[src/rtl/rv2m_pkg.sv]
package rv2m_pkg;

  typedef logic signed [31:0] s32_t;
  typedef logic signed [33:0] s34_t;
  typedef logic signed [34:0] s35_t;

  localparam int unsigned SQRT_STEPS = 32;
  localparam int unsigned DIV_STEPS  = 31;

  localparam logic [28:0] THR_RESET = 29'd2684;

  localparam logic signed [31:0] ONE_Q30     = 32'sd1073741824;
  localparam logic [32:0]        TWO_PI_Q30  = 33'd6746518852;
  localparam s35_t               PI_S        = 35'sd3373259426;
  localparam s35_t               HALF_PI_S   = 35'sd1686629713;
  localparam s35_t               TWO_PI_S    = 35'sd6746518852;
  localparam s35_t               UPPER_FOLD  = 35'sd5059889139;
  localparam s34_t               CORDIC_GAIN = 34'sh026DD3B6A;

  // atan(2^-i) in Q.30
  function automatic logic [31:0] atan_q30(input logic [4:0] i);
    logic [31:0] v;
    case (i)
      5'd0:  v = 32'h3243F6A8;
      5'd1:  v = 32'h1DAC6705;
      5'd2:  v = 32'h0FADBAFC;
      5'd3:  v = 32'h07F56EA6;
      5'd4:  v = 32'h03FEAB76;
      5'd5:  v = 32'h01FFD55B;
      5'd6:  v = 32'h00FFFAAA;
      5'd7:  v = 32'h007FFF55;
      5'd8:  v = 32'h003FFFEA;
      5'd9:  v = 32'h001FFFFD;
      5'd10: v = 32'h000FFFFF;
      5'd11: v = 32'h0007FFFF;
      5'd12: v = 32'h0003FFFF;
      5'd13: v = 32'h0001FFFF;
      5'd14: v = 32'h0000FFFF;
      5'd15: v = 32'h00007FFF;
      5'd16: v = 32'h00003FFF;
      5'd17: v = 32'h00001FFF;
      5'd18: v = 32'h00000FFF;
      5'd19: v = 32'h000007FF;
      5'd20: v = 32'h000003FF;
      5'd21: v = 32'h000001FF;
      5'd22: v = 32'h000000FF;
      5'd23: v = 32'h0000007F;
      5'd24: v = 32'h0000003F;
      5'd25: v = 32'h0000001F;
      5'd26: v = 32'h0000000F;
      5'd27: v = 32'h00000008;
      5'd28: v = 32'h00000004;
      5'd29: v = 32'h00000002;
      5'd30: v = 32'h00000001;
      default: v = 32'h00000000;
    endcase
    return v;
  endfunction

  function automatic logic [31:0] sat32(input logic signed [36:0] v);
    logic [31:0] r;
    if (v > 37'sd2147483647) begin
      r = 32'h7FFFFFFF;
    end else if (v < -37'sd2147483648) begin
      r = 32'h80000000;
    end else begin
      r = v[31:0];
    end
    return r;
  endfunction

endpackage

[src/rtl/rv2m_cordic_cell.sv]
module rv2m_cordic_cell #(
  parameter int unsigned STEP = 0
) (
  input  logic               clk_i,
  input  logic               rst_ni,
  input  logic               en_i,
  input  logic               valid_i,
  input  rv2m_pkg::s34_t     x_i,
  input  rv2m_pkg::s34_t     y_i,
  input  rv2m_pkg::s34_t     z_i,
  input  rv2m_pkg::s32_t     u_i [3],
  input  logic               tiny_i,
  input  logic               negc_i,
  output logic               valid_o,
  output rv2m_pkg::s34_t     x_o,
  output rv2m_pkg::s34_t     y_o,
  output rv2m_pkg::s34_t     z_o,
  output rv2m_pkg::s32_t     u_o [3],
  output logic               tiny_o,
  output logic               negc_o
);

  localparam rv2m_pkg::s34_t AT = 34'(rv2m_pkg::atan_q30(5'(STEP)));

  rv2m_pkg::s34_t dx, dy, x_d, y_d, z_d;
  logic           valid_q, tiny_q, negc_q;
  rv2m_pkg::s34_t x_q, y_q, z_q;
  rv2m_pkg::s32_t u_q [3];

  always_comb begin
    dx = y_i >>> STEP;
    dy = x_i >>> STEP;
    if (!z_i[33]) begin
      x_d = x_i - dx;
      y_d = y_i + dy;
      z_d = z_i - AT;
    end else begin
      x_d = x_i + dx;
      y_d = y_i - dy;
      z_d = z_i + AT;
    end
  end

  always_ff @(posedge clk_i or negedge rst_ni) begin
    if (!rst_ni) begin
      valid_q <= 1'b0;
    end else if (en_i) begin
      valid_q <= valid_i;
    end
  end

  always_ff @(posedge clk_i) begin
    if (en_i) begin
      x_q    <= x_d;
      y_q    <= y_d;
      z_q    <= z_d;
      u_q    <= u_i;
      tiny_q <= tiny_i;
      negc_q <= negc_i;
    end
  end

  assign valid_o = valid_q;
  assign x_o     = x_q;
  assign y_o     = y_q;
  assign z_o     = z_q;
  assign u_o     = u_q;
  assign tiny_o  = tiny_q;
  assign negc_o  = negc_q;

endmodule

[config.mk]
export PLATFORM = sky130hd
export DESIGN_NAME = rv2m_cordic_cell
export DESIGN_NICKNAME = d
export VERILOG_FILES = /design/src/rtl/rv2m_pkg.sv /design/src/rtl/rv2m_cordic_cell.sv
export SDC_FILE = /design/constraint.sdc
export NUM_CORES = 1
export LEC_CHECK = 0
export BUFFER_PORTS_ARGS = -buffer_cell sky130_fd_sc_hd__buf_4
export CORE_MARGIN = 2
export CORE_UTILIZATION = 56
export DETAILED_ROUTE_END_ITERATION = 10
export GPL_ROUTABILITY_DRIVEN = 0
export PLACE_DENSITY = 0.86
export RECOVER_POWER = 100
export SYNTH_ARGS = -nofsm -noshare
export SYNTH_HDL_FRONTEND = slang
export SYNTH_SLANG_ARGS = --single-unit
[constraint.sdc]
create_clock -name clk_i -period 1.94 [get_ports clk_i]
set_input_delay 0.097 -clock clk_i [delete_from_list [all_inputs] [get_ports clk_i]]
set_output_delay 0.097 -clock clk_i [all_outputs]
set_load 0.01 [all_outputs]
==> flow_summary.html, run 1 <==
<table>
<tr><th>Metric</th><th>Value</th></tr>
<tr><th colspan="2">Status</th></tr>
<tr><td>Result of the run</td><td>stopped before the end</td></tr>
<tr><td>Halt point of the flow</td><td>clock tree synthesis (4_1_cts)</td></tr>
<tr><td>Run-stopping error</td><td>[ERROR DPL-0033] detailed placement checks failed during check placement.</td></tr>
<tr><th colspan="2">Synth</th></tr>
<tr><td>Post-synth top area share</td><td>44.5%</td></tr>
<tr><td>Share of flip-flops with an asynchronous set or reset after synthesis</td><td>0.500%</td></tr>
<tr><td>Post-synthesis cell type count</td><td>79</td></tr>
<tr><td>Cell area after synthesis</td><td>13400 sq um</td></tr>
<tr><td>Sequential fraction of the synthesis area</td><td>44.6%</td></tr>
<tr><td>Biggest area consumer among synthesized cells</td><td>edfxtp_1</td></tr>
<tr><td>Number of synthesized flops with an enable pin</td><td>199</td></tr>
<tr><td>Most used flip-flop cell after synthesis</td><td>edfxtp_1</td></tr>
<tr><td>Count of warnings emitted by yosys</td><td>0</td></tr>
<tr><td>Instance count of the mapped netlist</td><td>1296</td></tr>
<tr><td>Mean instance size in the synthesized netlist</td><td>10.4 sq um</td></tr>
<tr><td>Post-synthesis sequential element count</td><td>200</td></tr>
<tr><td>Area contributors post-synth</td><td>edfxtp_1, ha_1, a21oi_1</td></tr>
<tr><td>Synthesized net count</td><td>1633</td></tr>
<tr><th colspan="2">Die</th></tr>
<tr><td>Chip Height</td><td>159 microns</td></tr>
<tr><td>Row count</td><td>56</td></tr>
<tr><td>I/O Pins</td><td>405</td></tr>
<tr><td>Starting utilization of the core area</td><td>57.1%</td></tr>
<tr><td>Horiz. Die Dim</td><td>159 microns</td></tr>
<tr><th colspan="2">Placement</th></tr>
<tr><td>Quantity of I/O buffers inserted on ports</td><td>404</td></tr>
<tr><td>Detailed-placement wirelength estimate</td><td>44300 microns</td></tr>
<tr><td>Placed Instances</td><td>2342</td></tr>
<tr><th colspan="2">Clocking</th></tr>
<tr><td>Number of buffers inserted for hold repair after clock tree synthesis</td><td>104</td></tr>
<tr><td>Number of buffers inserted during clock tree synthesis</td><td>17</td></tr>
<tr><td>Post CTS Setup Buffer Count</td><td>43</td></tr>
<tr><td>Count of instances resized after the clock tree is built</td><td>188</td></tr>
<tr><td>Worst-case clock buffer depth</td><td>2</td></tr>
<tr><td>Root cell of the clock tree</td><td>clkbuf_16</td></tr>
<tr><td>Number of sinks on the clock net</td><td>200</td></tr>
<tr><td>H-tree depth</td><td>4</td></tr>
</table>
[synthesized netlist by cell type (17+ instances only)]
master,count
nand2_1,57
o21ai_0,72
buf_2,21
nand4_1,17
xor2_1,21
edfxtp_1,199
nor2_1,84
o31ai_1,20
o21bai_1,27
clkbuf_1,24
ha_1,129
a21o_1,43
a21oi_1,141
mux2i_1,20
nor3_1,23
inv_1,105
xnor2_1,70
[metrics by stage]
stage	TNS (ps)	instance area (sq um)	setup slack, ps	hold WS, ps	utilization [%]
detailed placement	-46920	20100	-1130	-111	85.6
global placement	-41140	20100	-1030	-112	85.6
floorplan	-14420	14200	-597	-199	-
[cell families after synthesis]
kind of cell,share of synthesized area [%]
AOI/OAI and AO/OA,20.4
and+or+nand+nor,9.98
DFF,44.6
buffers and inverters,4.91
adders and majority gates,12.6
xor gates and xnor gates,5.93
muxes,1.57
==> run 2, diff against run 1 <==
--- a/config.mk
+++ b/config.mk
@@ -7,10 +7,10 @@
 export LEC_CHECK = 0
 export BUFFER_PORTS_ARGS = -buffer_cell sky130_fd_sc_hd__buf_4
 export CORE_MARGIN = 2
-export CORE_UTILIZATION = 56
+export CORE_UTILIZATION = 40
 export DETAILED_ROUTE_END_ITERATION = 10
 export GPL_ROUTABILITY_DRIVEN = 0
-export PLACE_DENSITY = 0.86
+export PLACE_DENSITY_LB_ADDON = 0.15
 export RECOVER_POWER = 100
 export SYNTH_ARGS = -nofsm -noshare
 export SYNTH_HDL_FRONTEND = slang
==> flow_summary.html, run 2 <==
<table>
<tr><th>Metric</th><th>Value</th></tr>
<tr><th colspan="2">Die</th></tr>
<tr><td>I/O Pins</td><td>405</td></tr>
<tr><td>Row count</td><td>67</td></tr>
<tr><td>Horiz. Die Dim</td><td>187 microns</td></tr>
<tr><td>Chip Height</td><td>187 microns</td></tr>
<tr><td>Die area</td><td>35100 sq um</td></tr>
<tr><td>Area inside the core boundary</td><td>33300 sq um</td></tr>
<tr><td>Starting utilization of the core area</td><td>40.4%</td></tr>
<tr><th colspan="2">STA</th></tr>
<tr><td>Total Negative Setup Slacks</td><td>-11830 ps</td></tr>
<tr><td>Upper clock frequency limit</td><td>419 MHz</td></tr>
<tr><td>Fin. max-slew vios</td><td>0</td></tr>
<tr><td>Unrepaired setup endpoints after global routing</td><td>yes</td></tr>
<tr><td>Final setup violation count</td><td>47</td></tr>
<tr><td>Fin crit share</td><td>123%</td></tr>
<tr><td>Final worst slack</td><td>-447 ps</td></tr>
<tr><td>Relative slew slack</td><td>10.5%</td></tr>
<tr><td>Clock Skews</td><td>0 ps</td></tr>
<tr><td>Number of failing hold endpoints at the final stage</td><td>0</td></tr>
<tr><td>Actual transition at the worst max-transition pin</td><td>1340 ps</td></tr>
<tr><td>Tmin final</td><td>2390 ps</td></tr>
<tr><th colspan="2">Power and ir drop</th></tr>
<tr><td>Max VDD drop</td><td>0.682 mV</td></tr>
<tr><td>Total power after layout</td><td>15700 uW</td></tr>
<tr><td>Total power divided by cell area</td><td>661 nW/um^2</td></tr>
<tr><td>LEAKAGE</td><td>0.0106 uW</td></tr>
<tr><th colspan="2">GRT</th></tr>
<tr><td>Pin count of the biggest net entering global routing</td><td>79</td></tr>
<tr><td>Global-route usage over all layers</td><td>28.4%</td></tr>
<tr><td>Grt ovf</td><td>0</td></tr>
<tr><td>Vias in the first global route</td><td>14100</td></tr>
<tr><td>Antenna violations before repair</td><td>5</td></tr>
<tr><td>Wire length of the first global-routing pass</td><td>77200 microns</td></tr>
<tr><th colspan="2">Setup path</th></tr>
<tr><td>Reg-to-reg startpoint</td><td>valid_o</td></tr>
<tr><td>Worst setup path endpoint</td><td>y_o[26]</td></tr>
<tr><td>Arrival time worst endpoint</td><td>2600 ps</td></tr>
<tr><td>Data required, critical path</td><td>2150 ps</td></tr>
<tr><td>Slowest-stage cell, CP</td><td>fa_2</td></tr>
<tr><td>Element type at the critical path end</td><td>flop</td></tr>
<tr><td>Path length in cells of the critical path</td><td>14</td></tr>
<tr><td>Capture point of the worst reg-to-reg path</td><td>valid_o</td></tr>
<tr><td>Worst path buffer plus inverter count</td><td>3</td></tr>
<tr><td>Series of cell instances along the critical path</td><td>buf_12, buf_4, buf_6, ha_4, fa_2, nand2b_4, a2111oi_4, o31ai_2, a22oi_2, a21oi_2, o221ai_4, a311o_1, mux2i_1, xnor2_1</td></tr>
<tr><td>Launching element of the worst setup path</td><td>y_i[0]</td></tr>
<tr><td>Family with the most delay on the worst path</td><td>compound AO/OA/AOI/OAI gates</td></tr>
<tr><td>Type of the worst setup path</td><td>in2reg</td></tr>
<tr><td>Largest stage delay, worst path</td><td>370 ps</td></tr>
<tr><td>Startpoint Class</td><td>input port</td></tr>
<tr><td>Worst reg2reg path depth</td><td>1</td></tr>
<tr><td>Crit path max fanout</td><td>5</td></tr>
<tr><td>Worst R2R Setup Slack</td><td>1190 ps</td></tr>
<tr><th colspan="2">Clocking</th></tr>
<tr><td>Clock tree from TritonCTS</td><td>yes</td></tr>
<tr><td>Worst-case clock buffer depth</td><td>2</td></tr>
<tr><td>Number of buffers inserted during clock tree synthesis</td><td>17</td></tr>
<tr><td>H-tree depth</td><td>4</td></tr>
<tr><td>Worst-skew pair later-pin latency</td><td>470 ps</td></tr>
<tr><td>Clock edge transition at the registers on the reported setup and hold paths</td><td>80 ps</td></tr>
<tr><td>Root cell of the clock tree</td><td>clkbuf_16</td></tr>
<tr><td>Number of sinks on the clock net</td><td>200</td></tr>
<tr><th colspan="2">Synth</th></tr>
<tr><td>Most common cell in the netlist</td><td>edfxtp_1</td></tr>
<tr><td>Post-synth top area share</td><td>44.5%</td></tr>
<tr><td>Share of flip-flops with an asynchronous set or reset after synthesis</td><td>0.500%</td></tr>
<tr><td>Count of warnings emitted by yosys</td><td>0</td></tr>
<tr><td>Ranking of synthesized cells by instance count</td><td>edfxtp_1, a21oi_1, ha_1</td></tr>
<tr><td>Number of synthesized flops with an enable pin</td><td>199</td></tr>
<tr><td>Instance count of the mapped netlist</td><td>1296</td></tr>
<tr><td>Post-synthesis cell type count</td><td>79</td></tr>
<tr><td>Post-synthesis sequential element count</td><td>200</td></tr>
<tr><td>Sequential fraction of the synthesis area</td><td>44.6%</td></tr>
<tr><td>Synthesized net count</td><td>1633</td></tr>
<tr><td>Area contributors post-synth</td><td>edfxtp_1, ha_1, a21oi_1</td></tr>
<tr><td>Most used flip-flop cell after synthesis</td><td>edfxtp_1</td></tr>
<tr><td>Mean instance size in the synthesized netlist</td><td>10.4 sq um</td></tr>
<tr><td>Biggest area consumer among synthesized cells</td><td>edfxtp_1</td></tr>
<tr><td>Cell area after synthesis</td><td>13400 sq um</td></tr>
<tr><th colspan="2">Placement</th></tr>
<tr><td>Detailed-placement wirelength estimate</td><td>38600 microns</td></tr>
<tr><td>Quantity of I/O buffers inserted on ports</td><td>404</td></tr>
<tr><td>Placed Instances</td><td>2489</td></tr>
<tr><td>Worst slack, placed</td><td>-1110 ps</td></tr>
<tr><th colspan="2">Drt</th></tr>
<tr><td>Sum of routed wire length over all layers</td><td>52000 microns</td></tr>
<tr><td>Count of routing violations after the opening detailed-route iteration</td><td>783</td></tr>
<tr><td>Remaining routing DRC violations</td><td>0</td></tr>
<tr><td>Avg Vias per Cell</td><td>5.20</td></tr>
<tr><td>Wire length per cell after detailed routing</td><td>19.3 microns</td></tr>
<tr><td>Antenna viol nets, final</td><td>0</td></tr>
<tr><td>Detailed-route via count</td><td>14000</td></tr>
<tr><td>Total iterations of the first detailed-routing run</td><td>5</td></tr>
<tr><th colspan="2">Hold path</th></tr>
<tr><td>Worst hold path cell count</td><td>3</td></tr>
<tr><td>Worst Hold Class</td><td>in2reg</td></tr>
<tr><th colspan="2">Layout</th></tr>
<tr><td>Area taken by multi-input logic gates</td><td>8240 sq um</td></tr>
<tr><td>Layout cell share with drive strength beyond 1</td><td>49.9%</td></tr>
<tr><td>Final std cells w/o fill</td><td>2687</td></tr>
<tr><td>Area taken by flip-flops and latches</td><td>6000 sq um</td></tr>
<tr><td>Most common cell after layout, fill and taps aside</td><td>buf_4</td></tr>
<tr><td>Max FFs per register</td><td>96</td></tr>
<tr><td>Nets@finish</td><td>2560</td></tr>
<tr><td>Commonest cells after routing, fill and taps aside</td><td>buf_4, edfxtp_1, a21oi_1, dlygate4sd3_1, ha_1</td></tr>
<tr><td>Layout area overhead</td><td>76.6%</td></tr>
<tr><td>Fillers</td><td>2376</td></tr>
<tr><th colspan="2">Status</th></tr>
<tr><td>Violations in the final reports</td><td>negative setup slack</td></tr>
<tr><td>Result of the run</td><td>complete, but fails checks</td></tr>
<tr><th colspan="2">Job</th></tr>
<tr><td>Number of max-cap violations</td><td>0</td></tr>
</table>
==> run 2: cell counts after synthesis <==
Identical to the previous run, type by type.
==> run 2: how the worst min path moves through the flow <==
stage / startpoint / to
3_5_place_dp: rst_ni / valid_o
2_1_floorplan: rst_ni / valid_o
6_report: z_i[32] / z_o[33]
4_1_cts: z_i[32] / z_o[33]
5_1_grt: z_i[32] / z_o[33]
3_3_place_gp: rst_ni / valid_o
==> run 2: through the flow <==
stage,utilization (%),hold slack [ps],area [sq um]
floorplan,-,-199,14200
global placement,61.7,-128,20500
detailed placement,61.7,-127,20500
CTS,69.0,31.6,23000
global route,71.3,56.2,23700
finish,71.3,55.7,23700
==> run 2: metal layers <==
metal | wire length, microns | global-route usage, % | vias to the layer above
met2 | 26900 | 51.9 | 564
met1 | 19700 | 32.2 | 6673
met5 | 32 | 0 | -
met3 | 3560 | 5.93 | 109
met4 | 1840 | 11.6 | 4
li1 | - | - | 6615
==> run 2: kinds of logic (layout without fill, tap and decap cells) <==
group	count (synthesis)	in the layout	share of synthesized area (%)
simple gates	267	267	9.98
flops	200	200	44.6
compound gates	419	419	20.4
other cells	0	3	0
mux	21	21	1.57
xor+xnor	91	91	5.93
buf+inv	165	1105	4.91
fa+ha+maj	133	133	12.6
==> run 2: layout make-up <==
class | instances | area share [%]
clock inverters | 14 | 0.843
well taps | 448 | 2.36
multi-input cells | 931 | 34.7
clock buffers | 18 | 1.81
repair buffers | 961 | 32.9
diodes | 3 | 0.0316
flip-flops and latches | 200 | 25.3
inverters | 112 | 2.06
==> run 2: what timing repair did <==
action / in CTS / in global routing
buffers inserted: 29 / 38
setup endpoints to repair: 57 / 65
hold buffers: 104 / 0
resized for setup: 118 / 110
cloned: 0 / 2
hold endpoints to repair: 103 / 0
pin swaps: 94 / 92
==> run 2: power breakdown <==
group          leakage [uW]  internal, uW  switching [uW]  total, uW
Sequential          0.00196          5440             199       5630
Combinational       0.00832          3270            3050       6320
Clock              0.000301          1880            1860       3750
(Power assumes the default switching activity.)
