**src/rtl/rv2m_pkg.sv**
```systemverilog
package rv2m_pkg;

  typedef logic signed [31:0] s32_t;
  typedef logic signed [33:0] s34_t;
  typedef logic signed [34:0] s35_t;

  localparam int unsigned SQRT_STEPS = 32;
  localparam int unsigned DIV_STEPS  = 31;

  localparam logic [28:0] THR_RESET = 29'd2684;

  localparam logic signed [31:0] ONE_Q30     = 32'sd1073741824;
  localparam logic [32:0]        TWO_PI_Q30  = 33'd6746518852;
  localparam s35_t               PI_S        = 35'sd3373259426;
  localparam s35_t               HALF_PI_S   = 35'sd1686629713;
  localparam s35_t               TWO_PI_S    = 35'sd6746518852;
  localparam s35_t               UPPER_FOLD  = 35'sd5059889139;
  localparam s34_t               CORDIC_GAIN = 34'sh026DD3B6A;

  // atan(2^-i) in Q.30
  function automatic logic [31:0] atan_q30(input logic [4:0] i);
    logic [31:0] v;
    case (i)
      5'd0:  v = 32'h3243F6A8;
      5'd1:  v = 32'h1DAC6705;
      5'd2:  v = 32'h0FADBAFC;
      5'd3:  v = 32'h07F56EA6;
      5'd4:  v = 32'h03FEAB76;
      5'd5:  v = 32'h01FFD55B;
      5'd6:  v = 32'h00FFFAAA;
      5'd7:  v = 32'h007FFF55;
      5'd8:  v = 32'h003FFFEA;
      5'd9:  v = 32'h001FFFFD;
      5'd10: v = 32'h000FFFFF;
      5'd11: v = 32'h0007FFFF;
      5'd12: v = 32'h0003FFFF;
      5'd13: v = 32'h0001FFFF;
      5'd14: v = 32'h0000FFFF;
      5'd15: v = 32'h00007FFF;
      5'd16: v = 32'h00003FFF;
      5'd17: v = 32'h00001FFF;
      5'd18: v = 32'h00000FFF;
      5'd19: v = 32'h000007FF;
      5'd20: v = 32'h000003FF;
      5'd21: v = 32'h000001FF;
      5'd22: v = 32'h000000FF;
      5'd23: v = 32'h0000007F;
      5'd24: v = 32'h0000003F;
      5'd25: v = 32'h0000001F;
      5'd26: v = 32'h0000000F;
      5'd27: v = 32'h00000008;
      5'd28: v = 32'h00000004;
      5'd29: v = 32'h00000002;
      5'd30: v = 32'h00000001;
      default: v = 32'h00000000;
    endcase
    return v;
  endfunction

  function automatic logic [31:0] sat32(input logic signed [36:0] v);
    logic [31:0] r;
    if (v > 37'sd2147483647) begin
      r = 32'h7FFFFFFF;
    end else if (v < -37'sd2147483648) begin
      r = 32'h80000000;
    end else begin
      r = v[31:0];
    end
    return r;
  endfunction

endpackage

```
**src/rtl/rv2m_div_cell.sv**
```systemverilog
module rv2m_div_cell #(
  parameter int unsigned STEP      = 0,
  parameter int unsigned ANG_W     = 35,
  parameter int unsigned RED_STEPS = 3
) (
  input  logic               clk_i,
  input  logic               rst_ni,
  input  logic               en_i,
  input  logic               valid_i,
  input  logic [31:0]        len_i,
  input  logic [2:0]         neg_i,
  input  logic               tiny_i,
  input  logic [61:0]        rem_i [3],
  input  logic [30:0]        quo_i [3],
  input  logic [ANG_W-1:0]   ang_i,
  output logic               valid_o,
  output logic [31:0]        len_o,
  output logic [2:0]         neg_o,
  output logic               tiny_o,
  output logic [61:0]        rem_o [3],
  output logic [30:0]        quo_o [3],
  output logic [ANG_W-1:0]   ang_o
);

  localparam int unsigned J = 30 - STEP;

  logic [62:0]      dsh;
  logic [2:0]       ge;
  logic [61:0]      rem_d [3];
  logic [30:0]      quo_d [3];
  logic [ANG_W-1:0] ang_d;

  logic             valid_q;
  logic [31:0]      len_q;
  logic [2:0]       neg_q;
  logic             tiny_q;
  logic [61:0]      rem_q [3];
  logic [30:0]      quo_q [3];
  logic [ANG_W-1:0] ang_q;

  always_comb begin
    dsh = 63'(len_i) << J;
    for (int k = 0; k < 3; k++) begin
      ge[k]    = {1'b0, rem_i[k]} >= dsh;
      rem_d[k] = ge[k] ? rem_i[k] - dsh[61:0] : rem_i[k];
      quo_d[k] = quo_i[k] | (31'(ge[k]) << J);
    end
  end

  // subtract a scaled 2*pi while the angle still needs reducing
  if (STEP < RED_STEPS) begin : g_red
    localparam logic [ANG_W-1:0] SUB =
      ANG_W'(rv2m_pkg::TWO_PI_Q30) << (RED_STEPS - 1 - STEP);
    assign ang_d = (ang_i >= SUB) ? ang_i - SUB : ang_i;
  end else begin : g_hold
    assign ang_d = ang_i;
  end

  always_ff @(posedge clk_i or negedge rst_ni) begin
    if (!rst_ni) begin
      valid_q <= 1'b0;
    end else if (en_i) begin
      valid_q <= valid_i;
    end
  end

  always_ff @(posedge clk_i) begin
    if (en_i) begin
      len_q  <= len_i;
      neg_q  <= neg_i;
      tiny_q <= tiny_i;
      rem_q  <= rem_d;
      quo_q  <= quo_d;
      ang_q  <= ang_d;
    end
  end

  assign valid_o = valid_q;
  assign len_o   = len_q;
  assign neg_o   = neg_q;
  assign tiny_o  = tiny_q;
  assign rem_o   = rem_q;
  assign quo_o   = quo_q;
  assign ang_o   = ang_q;

endmodule

```
**config.mk**
```make
export PLATFORM = sky130hd
export DESIGN_NAME = rv2m_div_cell
export DESIGN_NICKNAME = d
export VERILOG_FILES = /design/src/rtl/rv2m_pkg.sv /design/src/rtl/rv2m_div_cell.sv
export SDC_FILE = /design/constraint.sdc
export NUM_CORES = 1
export LEC_CHECK = 0
export BUFFER_PORTS_ARGS = -buffer_cell sky130_fd_sc_hd__buf_4
export CAP_MARGIN = 10
export CORE_AREA = 10 10 265 267
export DETAILED_ROUTE_END_ITERATION = 6
export DIE_AREA = 0 0 275 277
export GPL_TIMING_DRIVEN = 0
export PLACE_DENSITY = 0.48
export SLEW_MARGIN = 5
export SYNTH_ARGS = -nofsm -noshare
export SYNTH_HDL_FRONTEND = slang
export SYNTH_SLANG_ARGS = --single-unit
```
**constraint.sdc**
```tcl
create_clock -name clk_i -period 0.8 [get_ports clk_i]
set_input_delay 0 -clock clk_i [delete_from_list [all_inputs] [get_ports clk_i]]
set_output_delay 0 -clock clk_i [all_outputs]
set_load 0.05 [all_outputs]
```
Yosys cells after proc, flatten, opt, wreduce, memory -nomap -nowiden:

Cells that the tools add are included.
W data, S select, Z words.

* bits in registers: 351
* bits of input ports: 354
* output and inout bits: 351

* $add $sub $neg: 4
* order comparisons: 4
* multiplexer cells: 4
* bitwise logic cells: 3

Operator list (count)
* $ge A62 B62 Y1: 3
* $mux W62: 3
* $sub A62 B62 Y62: 3
* $or A31 B31 Y31: 3
* $ge A35 B35 Y1 const B: 1
* $mux W35: 1
* $sub A35 B35 Y35 const B: 1

Depth between registers and ports, before layout:

Gate-level depths: netlist (run 1).

* depth after elaboration: 2
* depth in mapped cells: 15
* gate-level depth less buffers: 13

Least setup slack after synthesis (run 1):

Ideal clock, no wire load.

* path kind: input to register
* start point: input port rem_i[30] (netlist bit)
* end point: register rem_q, in the netlist rem_o[33] (data pin)
* arrival: 2.605 ns
* setup slack: -2.065 ns
* cell stages on the path: 14
* buffers on the path: 1
* path through: inv_1 -> ha_1 -> inv_1 -> fa_1 -> a21o_1 -> a22oi_2 -> a21oi_2 -> a31o_4 -> a31oi_4 -> o21ai_2 -> a2111oi_4 -> nor2_4 -> buf_6 -> mux2_4

RTL lines
* from (decl): RTL line rv2m_div_cell.sv:13 `input logic [61:0] rem_i [3],`
* to (signal assigned): RTL line rv2m_div_cell.sv:72 `rem_q <= rem_d;`
* to (decl): RTL line rv2m_div_cell.sv:37 `logic [61:0] rem_q [3];`

==> impl_metrics.csv, run 1 <==
group,metric,value,unit
synth,postSynthRegisterBits,351,
synth,synth_cells,1444,
floorplanning,initial_core_util,0.276,
worst_hold_path,min_path_type,"primary input to flip-flop",
floorplanning,core_area,0.0652,mm2
drt,num_vias,17100,
synth,syn_area_per_cell,12.4,um2
synth,mappedNetlistArea,0.0180,mm2
place,dp.final_hpwl,65.9,mm
critical_path,reg2reg_setup_slack,10,ps
sta,fin_worst_hold_slack,-337,ps
sta,grt_setup_unrepaired,"true",
clocking,cts-root-buf,"clkbuf_16",
sta,maxSlewHeadroom,0.545,
sta,timing.final.setup_violations,481,
clocking,cts_buffers,43,
floorplanning,die_height,277,um
grt,grt_antenna_before_repair,15,
place,post-place-cells,3013,
critical_path,worst_path_dominant_cell_family,"compound AO/OA/AOI/OAI gates",
worst_hold_path,whs_path_depth,1,
place,buffer_ports.inserted,702,
cells_and_area,mostFrequentLayoutCell,"buf_4",
sta,fin_crit_sh,3.38,
floorplanning,ios,705,
grt,total_congestion_overflow,0,
power,pwr_cell_area,1950,mW/mm2
drt,wl_per_cell,24.5,um
synth,postSynthNetCount,1899,
clocking,cts_num_sinks,351,
drt,drt-initial-drc-count,1021,
synth,synth_edf_count,350,
floorplanning,die_w,275,um
sta,drv_slew,0,
run_status,violations_in_the_final_reports,"hold timing, setup timing",
cells_and_area,fillers,5651,
cells_and_area,drive_gt1_frac,0.476,
floorplanning,num_rows,94,
synth,async_flop_share,0.00285,
run_status,status,"finished with violations",
grt,globalRouteMet3Util,0.0582,
drt,avgViaCountPerCell,4.76,
synth,yosys_warnings,0,
grt,grt_start_max_net_pins,113,
cells_and_area,final_cell_count_no_fill,3596,
clocking,tritoncts,"done",
grt,overall_global_routing_resource_usage,0.219,
flow_run,max_cap_violations,0,
critical_path,type_of_the_setup_path_with_the_least_slack,"primary input to flip-flop",
grt,first_global_vias,18000,
sta,report.final.hold_viol_count,58,
critical_path,critical_path_peak_fanout,5,
cells_and_area,finish.net_count,3151,
critical_path,end_kind,"flip-flop",
critical_path,critPathSlowestCell,"dlygate4sd3_1",
sta,clock_skew_after_layout,0,ps
sta,max_freq,0.370,GHz
sta,worst-slew-pin-transition,676,ps
grt,grt_use_met1,0.257,
synth,dominant_synthesized_flop_cell,"edfxtp_1",
critical_path,startpoint_type,"primary input",
power,totalPowerFinal,67600,uW
critical_path,worstPathBufferInverterCount,4,
place,gpl.final_weighted_congestion,0.922,
synth,number_of_distinct_library_cells_after_synthesis,78,
cells_and_area,core_util_final,0.532,
grt,first_pass_grt_wire_length,124,mm
grt,grt-busiest-layer,"met2",
cells_and_area,flow.area_growth_from_synthesis,93.0,%
sta,finalWorstPathRequiredPeriod,2700,ps
grt,groute.layer.met2.usage,0.391,
drt,drcViolationCount,0,
drt,antenna_left,0,
clocking,cts_buffer_depth,3,
critical_path,cp_data_arrival_time,3000,ps
sta,timing.final.ws_setup,-1900,ps
power,vdd.ir_drop.worst,1680,uV
critical_path,max_stage_delay,600,ps
drt,detail_route.wirelength,88.1,mm
power,leakage,0.0144,uW
drt,drt-pass1-iter-count,5,
critical_path,worst-r2r-cell-count,1,
critical_path,worst-endpoint-required,1100,ps
clocking,clk_transition_reported_paths,50,ps
floorplanning,die_area,0.0762,mm2
clocking,clock_insertion_delay_worst_skew,570,ps
critical_path,timing.critical_path.depth,14,
critical_path,path_cells,"buf_4, dlygate4sd3_1, ha_4, and3_4, a221oi_4, o21bai_4, a31oi_4, o21ai_4, a31oi_4, o41a_4, buf_8, buf_12, nand2_2, o21ai_4",
synth,synth.yosys.seq_area_share,0.586,
cells_and_area,final_cell_mix,"buf_4, buf_6, edfxtp_1",
clocking,depth_of_the_cts_h_tree,2,
==> sequential cells by signal (all words and copies together) (netlist names) <==
name	count
valid_o	1
len_o	32
ang_o	35
rem_o	186
tiny_o	1
neg_o	3
quo_o	93
==> kinds of logic after synthesis <==
logic type	Yosys count	share of synthesized area
AND/OR/NAND/NOR	382	0.103
buffers and inverters	103	0.0245
XOR/XNOR	111	0.0541
flip-flops	351	0.586
multiplexers	41	0.0317
AO/OA/AOI/OAI	355	0.129
adder cells (fa/ha/maj)	101	0.0716
==> cells in the mapped netlist, drive strengths merged, types with 3 or more instances <==
library cell | instances | area [um2]
mux2i | 6 | 60.1
a31oi | 24 | 178
nor2 | 80 | 310
nor2b | 11 | 68.8
inv | 64 | 240
a211oi | 13 | 97.6
o211ai | 5 | 37.5
nor4 | 25 | 156
a311oi | 4 | 35.0
o31ai | 3 | 22.5
edfxtp | 350 | 10500
a31o | 3 | 35.0
mux2 | 35 | 510
nand3 | 27 | 135
a2111oi | 4 | 72.6
xnor2 | 53 | 464
nand4 | 28 | 181
o21bai | 10 | 78.8
a21o | 47 | 353
nor4b | 3 | 26.3
or3 | 4 | 25.0
and3 | 17 | 106
o21ai | 113 | 581
nand2b | 11 | 68.8
ha | 98 | 1230
xor2 | 58 | 508
or4 | 3 | 22.5
clkbuf | 23 | 86.3
buf | 16 | 114
nor3 | 24 | 125
o21a | 14 | 105
a21oi | 90 | 454
nand2 | 130 | 488
a221oi | 4 | 52.6
fa | 3 | 60.1
o221ai | 4 | 35.0
or2 | 5 | 31.3
nand3b | 4 | 30.0
==> power by group <==
part | total [uW] | internal, uW | switching [uW]
sequential | 23400 | 22500 | 898
combinational | 25000 | 10700 | 14300
clock | 19200 | 10900 | 8300
total | 67600 | 44100 | 23500
==> timing repair <==
item,in CTS,in global routing
pin swaps,94,109
setup buffers,89,67
gates resized for setup,688,194
hold buffers,338,17
gates cloned,15,3
hold endpoints to repair,400,74
setup endpoints to repair,596,482
==> cell type report <==
class | count | area [um2] | area share
Antenna cell | 6 | 15.0 | 0.000433
Clock buffer | 47 | 1090 | 0.0314
Clock inverter | 28 | 267 | 0.00768
Inverter | 64 | 339 | 0.00977
Sequential cell | 351 | 10500 | 0.304
Tap cell | 864 | 1080 | 0.0312
Buffer | 34 | 452 | 0.0130
Timing Repair Buffer | 1212 | 12000 | 0.345
Multi-Input combinational cell | 990 | 8930 | 0.257
==> through the flow <==
step                instance area, um2  TNS [ps]  setup WS [ps]
floorplan                        18500   -192060          -1930
finish                           34700   -323970          -1900
global route                     34700   -348890          -1970
CTS                              33400   -335830          -1850
global placement                 24800  -1378050          -3320
detailed placement               24900   -488710          -3030
==> worst paths after layout <==
check	startpoint	endpoint
setup / recovery	rem_i[96]	rem_o[99]$_DFFE_PP_
min in group asynchronous	rst_ni	valid_o$_DFFE_PN0P_
setup reg to reg	valid_o$_DFFE_PN0P_	valid_o$_DFFE_PN0P_
max in group asynchronous	rst_ni	valid_o$_DFFE_PN0P_
hold / removal	len_i[0]	len_o[0]$_DFFE_PP_
hold reg to reg	valid_o$_DFFE_PN0P_	valid_o$_DFFE_PN0P_
==> per-layer routing <==
metal / up-vias / part of all wire
met4: 16 / 0.017
met2: 528 / 0.52
met5: - / 0.0011
met1: 8461 / 0.39
li1: 8008 / -
met3: 89 / 0.070
(Power assumes the default switching activity.)
==> inputs of run 2 (changes only) <==
--- a/config.mk
+++ b/config.mk
@@ -9,7 +9,8 @@
 export CAP_MARGIN = 10
-export CORE_AREA = 10 10 265 267
+export CORE_AREA = 2 2 272 274
 export DETAILED_ROUTE_END_ITERATION = 6
-export DIE_AREA = 0 0 275 277
+export DIE_AREA = 0 0 274 276
+export GPL_ROUTABILITY_DRIVEN = 0
 export GPL_TIMING_DRIVEN = 0
-export PLACE_DENSITY = 0.48
+export PLACE_DENSITY = 0.43
 export SLEW_MARGIN = 5
--- a/constraint.sdc
+++ b/constraint.sdc
@@ -3,2 +3,2 @@
 set_output_delay 0 -clock clk_i [all_outputs]
-set_load 0.05 [all_outputs]
+set_load 0.005 [all_outputs]
==> impl_metrics.csv, run 2 (synthesized netlist as in run 1, its figures left out) <==
group,metric,value,unit
run_status,status,"finished with violations",
run_status,violations_in_the_final_reports,"DRC, hold timing, setup timing",
sta,setup_total_negative_slack,-312100,ps
drt,detail_route.wirelength,82.5,mm
sta,fin_crit_sh,3.38,
critical_path,reg2reg_setup_slack,60,ps
sta,finalWorstPathRequiredPeriod,2710,ps
sta,max_freq,0.370,GHz
power,internal_power,43600,uW
critical_path,worst-r2r-cell-count,1,
drt,antenna_left,0,
floorplanning,die_w,274,um
cells_and_area,flow.area_growth_from_synthesis,87.6,%
drt,avgViaCountPerCell,4.62,
sta,timing.final.setup_violations,539,
floorplanning,core_area,0.0726,mm2
sta,grt_setup_unrepaired,"true",
place,buffer_ports.inserted,702,
clocking,cts_num_sinks,351,
power,power.combinational.fraction,0.293,
cells_and_area,final_cell_mix,"buf_4, edfxtp_1, dlygate4sd3_1",
power,totalPowerFinal,60500,uW
sta,drv_slew,0,
power,pwr_cell_area,1790,mW/mm2
critical_path,critical_path_peak_fanout,10,
cells_and_area,number_of_flip_flops_in_the_largest_register,186,
critical_path,startpoint_of_the_worst_setup_timing_path,"rem_i[30]",
power,leakage,0.0139,uW
worst_hold_path,min_path_type,"primary input to flip-flop",
floorplanning,num_rows,99,
sta,fin_worst_hold_slack,-247,ps
clocking,clock_insertion_delay_worst_skew,570,ps
critical_path,rr_startpoint,"valid_o$_DFFE_PN0P_",
worst_hold_path,worstHoldEndpoint,"rem_o[93]$_DFFE_PP_",
grt,first_global_vias,17700,
clocking,clk_transition_reported_paths,60,ps
grt,grt_antenna_before_repair,15,
worst_hold_path,whs_path_depth,2,
power,vdd.ir_drop.worst,1440,uV
clocking,tritoncts,"done",
power,switching_share,0.279,
drt,drt-pass1-iter-count,7,
drt,wl_per_cell,22.4,um
critical_path,end_kind,"flip-flop",
drt,num_vias,17000,
clocking,depth_of_the_cts_h_tree,2,
clocking,cts-root-buf,"clkbuf_16",
grt,total_congestion_overflow,0,
grt,grt_start_max_net_pins,105,
cells_and_area,finish.net_count,3135,
critical_path,cp_data_arrival_time,3010,ps
power,share_seq_of_total_power,0.383,
clocking,cts_buffer_depth,3,
floorplanning,initial_core_util,0.248,
place,dp.final_hpwl,61.0,mm
grt,first_pass_grt_wire_length,116,mm
drt,drcViolationCount,1,
power,power_frac_clock,0.324,
worst_hold_path,worst_hold_startpoint,"rem_i[93]",
floorplanning,die_area,0.0756,mm2
sta,worst-slew-pin-transition,696,ps
floorplanning,die_height,276,um
floorplanning,ios,705,
power,net_switching_power,16900,uW
cells_and_area,mostFrequentLayoutCell,"buf_4",
cells_and_area,fillers,6783,
drt,drt-initial-drc-count,886,
sta,timing.final.ws_setup,-1910,ps
cells_and_area,drive_gt1_frac,0.468,
critical_path,r2r_end,"valid_o$_DFFE_PN0P_",
grt,overall_global_routing_resource_usage,0.207,
sta,maxSlewHeadroom,0.536,
clocking,cts_buffers,44,
critical_path,worst-endpoint-required,1100,ps
critical_path,type_of_the_setup_path_with_the_least_slack,"primary input to flip-flop",
sta,clock_skew_after_layout,0,ps
critical_path,startpoint_type,"primary input",
flow_run,max_cap_violations,0,
sta,report.final.hold_viol_count,39,
-- run 2: layout make-up --
type / instances / area [um2] / share of cell area
buffer: 29 / 328 / 0.00972
clock buffer: 56 / 1190 / 0.0352
clock inverter: 23 / 200 / 0.00594
multi-input combinational: 991 / 8780 / 0.260
inverter: 64 / 344 / 0.0102
tap: 959 / 1200 / 0.0356
sequential: 351 / 10500 / 0.312
antenna: 7 / 17.5 / 0.000519
timing repair buffer: 1199 / 11100 / 0.330
-- run 2: power by group through the flow --
stage | sequential, uW | combinational, uW | clock [uW]
final | 23200 | 17700 | 19600
after global routing | 23400 | 18900 | 21000
after CTS | 23200 | 16500 | 20300
after detailed placement | 23400 | 12700 | 0
after global placement | 23500 | 12600 | 0
after floorplan | 23500 | 5440 | 0
-- run 2: per-layer routing --
layer  up-vias  track usage  share of wire
li1       7981            -              -
met1      8299        0.248           0.40
met2       553        0.355           0.50
met3       139       0.0517          0.067
met4        18       0.0792          0.036
met5         -            0         0.0015
-- run 2: per-stage QoR --
step	hold WS (ps)	area, um2	setup WS, ps	utilization	instances
after floorplan	-296	18500	-1930	-	1444
after global placement	-224	24900	-3200	0.343	3105
after detailed placement	-223	25000	-3160	0.345	3108
after CTS	-302	32400	-1820	0.446	3633
after global routing	-269	33700	-1930	0.465	3678
final	-247	33700	-1910	0.465	3679
-- run 2: what timing repair did --
| action | CTS | global route |
|---|---|---|
| pin swaps | 96 | 99 |
| buffers inserted | 97 | 48 |
| gates cloned | 12 | 5 |
| endpoints found under the setup margin | 598 | 592 |
| hold buffers | 342 | 12 |
| gates resized for setup | 387 | 245 |
| endpoints found under the hold margin | 385 | 53 |
-- run 2: worst max path at each step --
stage | cells after the start | slack [ps] | endpoint
4_1_cts | 15 | -1820 | rem_o[50]$_DFFE_PP_
3_5_place_dp | 12 | -3160 | rem_o[121]$_DFFE_PP_
5_1_grt | 16 | -1930 | rem_o[39]$_DFFE_PP_
3_3_place_gp | 2 | -3200 | valid_o$_DFFE_PN0P_
6_report | 16 | -1910 | rem_o[50]$_DFFE_PP_
2_1_floorplan | 14 | -1930 | rem_o[33]$_DFFE_PP_
-- run 2: critical path, stage by stage --
cell and delay, ps:
buf_12 110, inv_12 40, ha_4 130, inv_2 40, fa_2 390, a21o_4 230, a22oi_2 210, a21oi_2 110
a31o_4 260, a31oi_4 200, o21ai_4 100, a2111oi_4 460, nor2_4 60, buf_12 170, buf_12 150, mux2_4 320
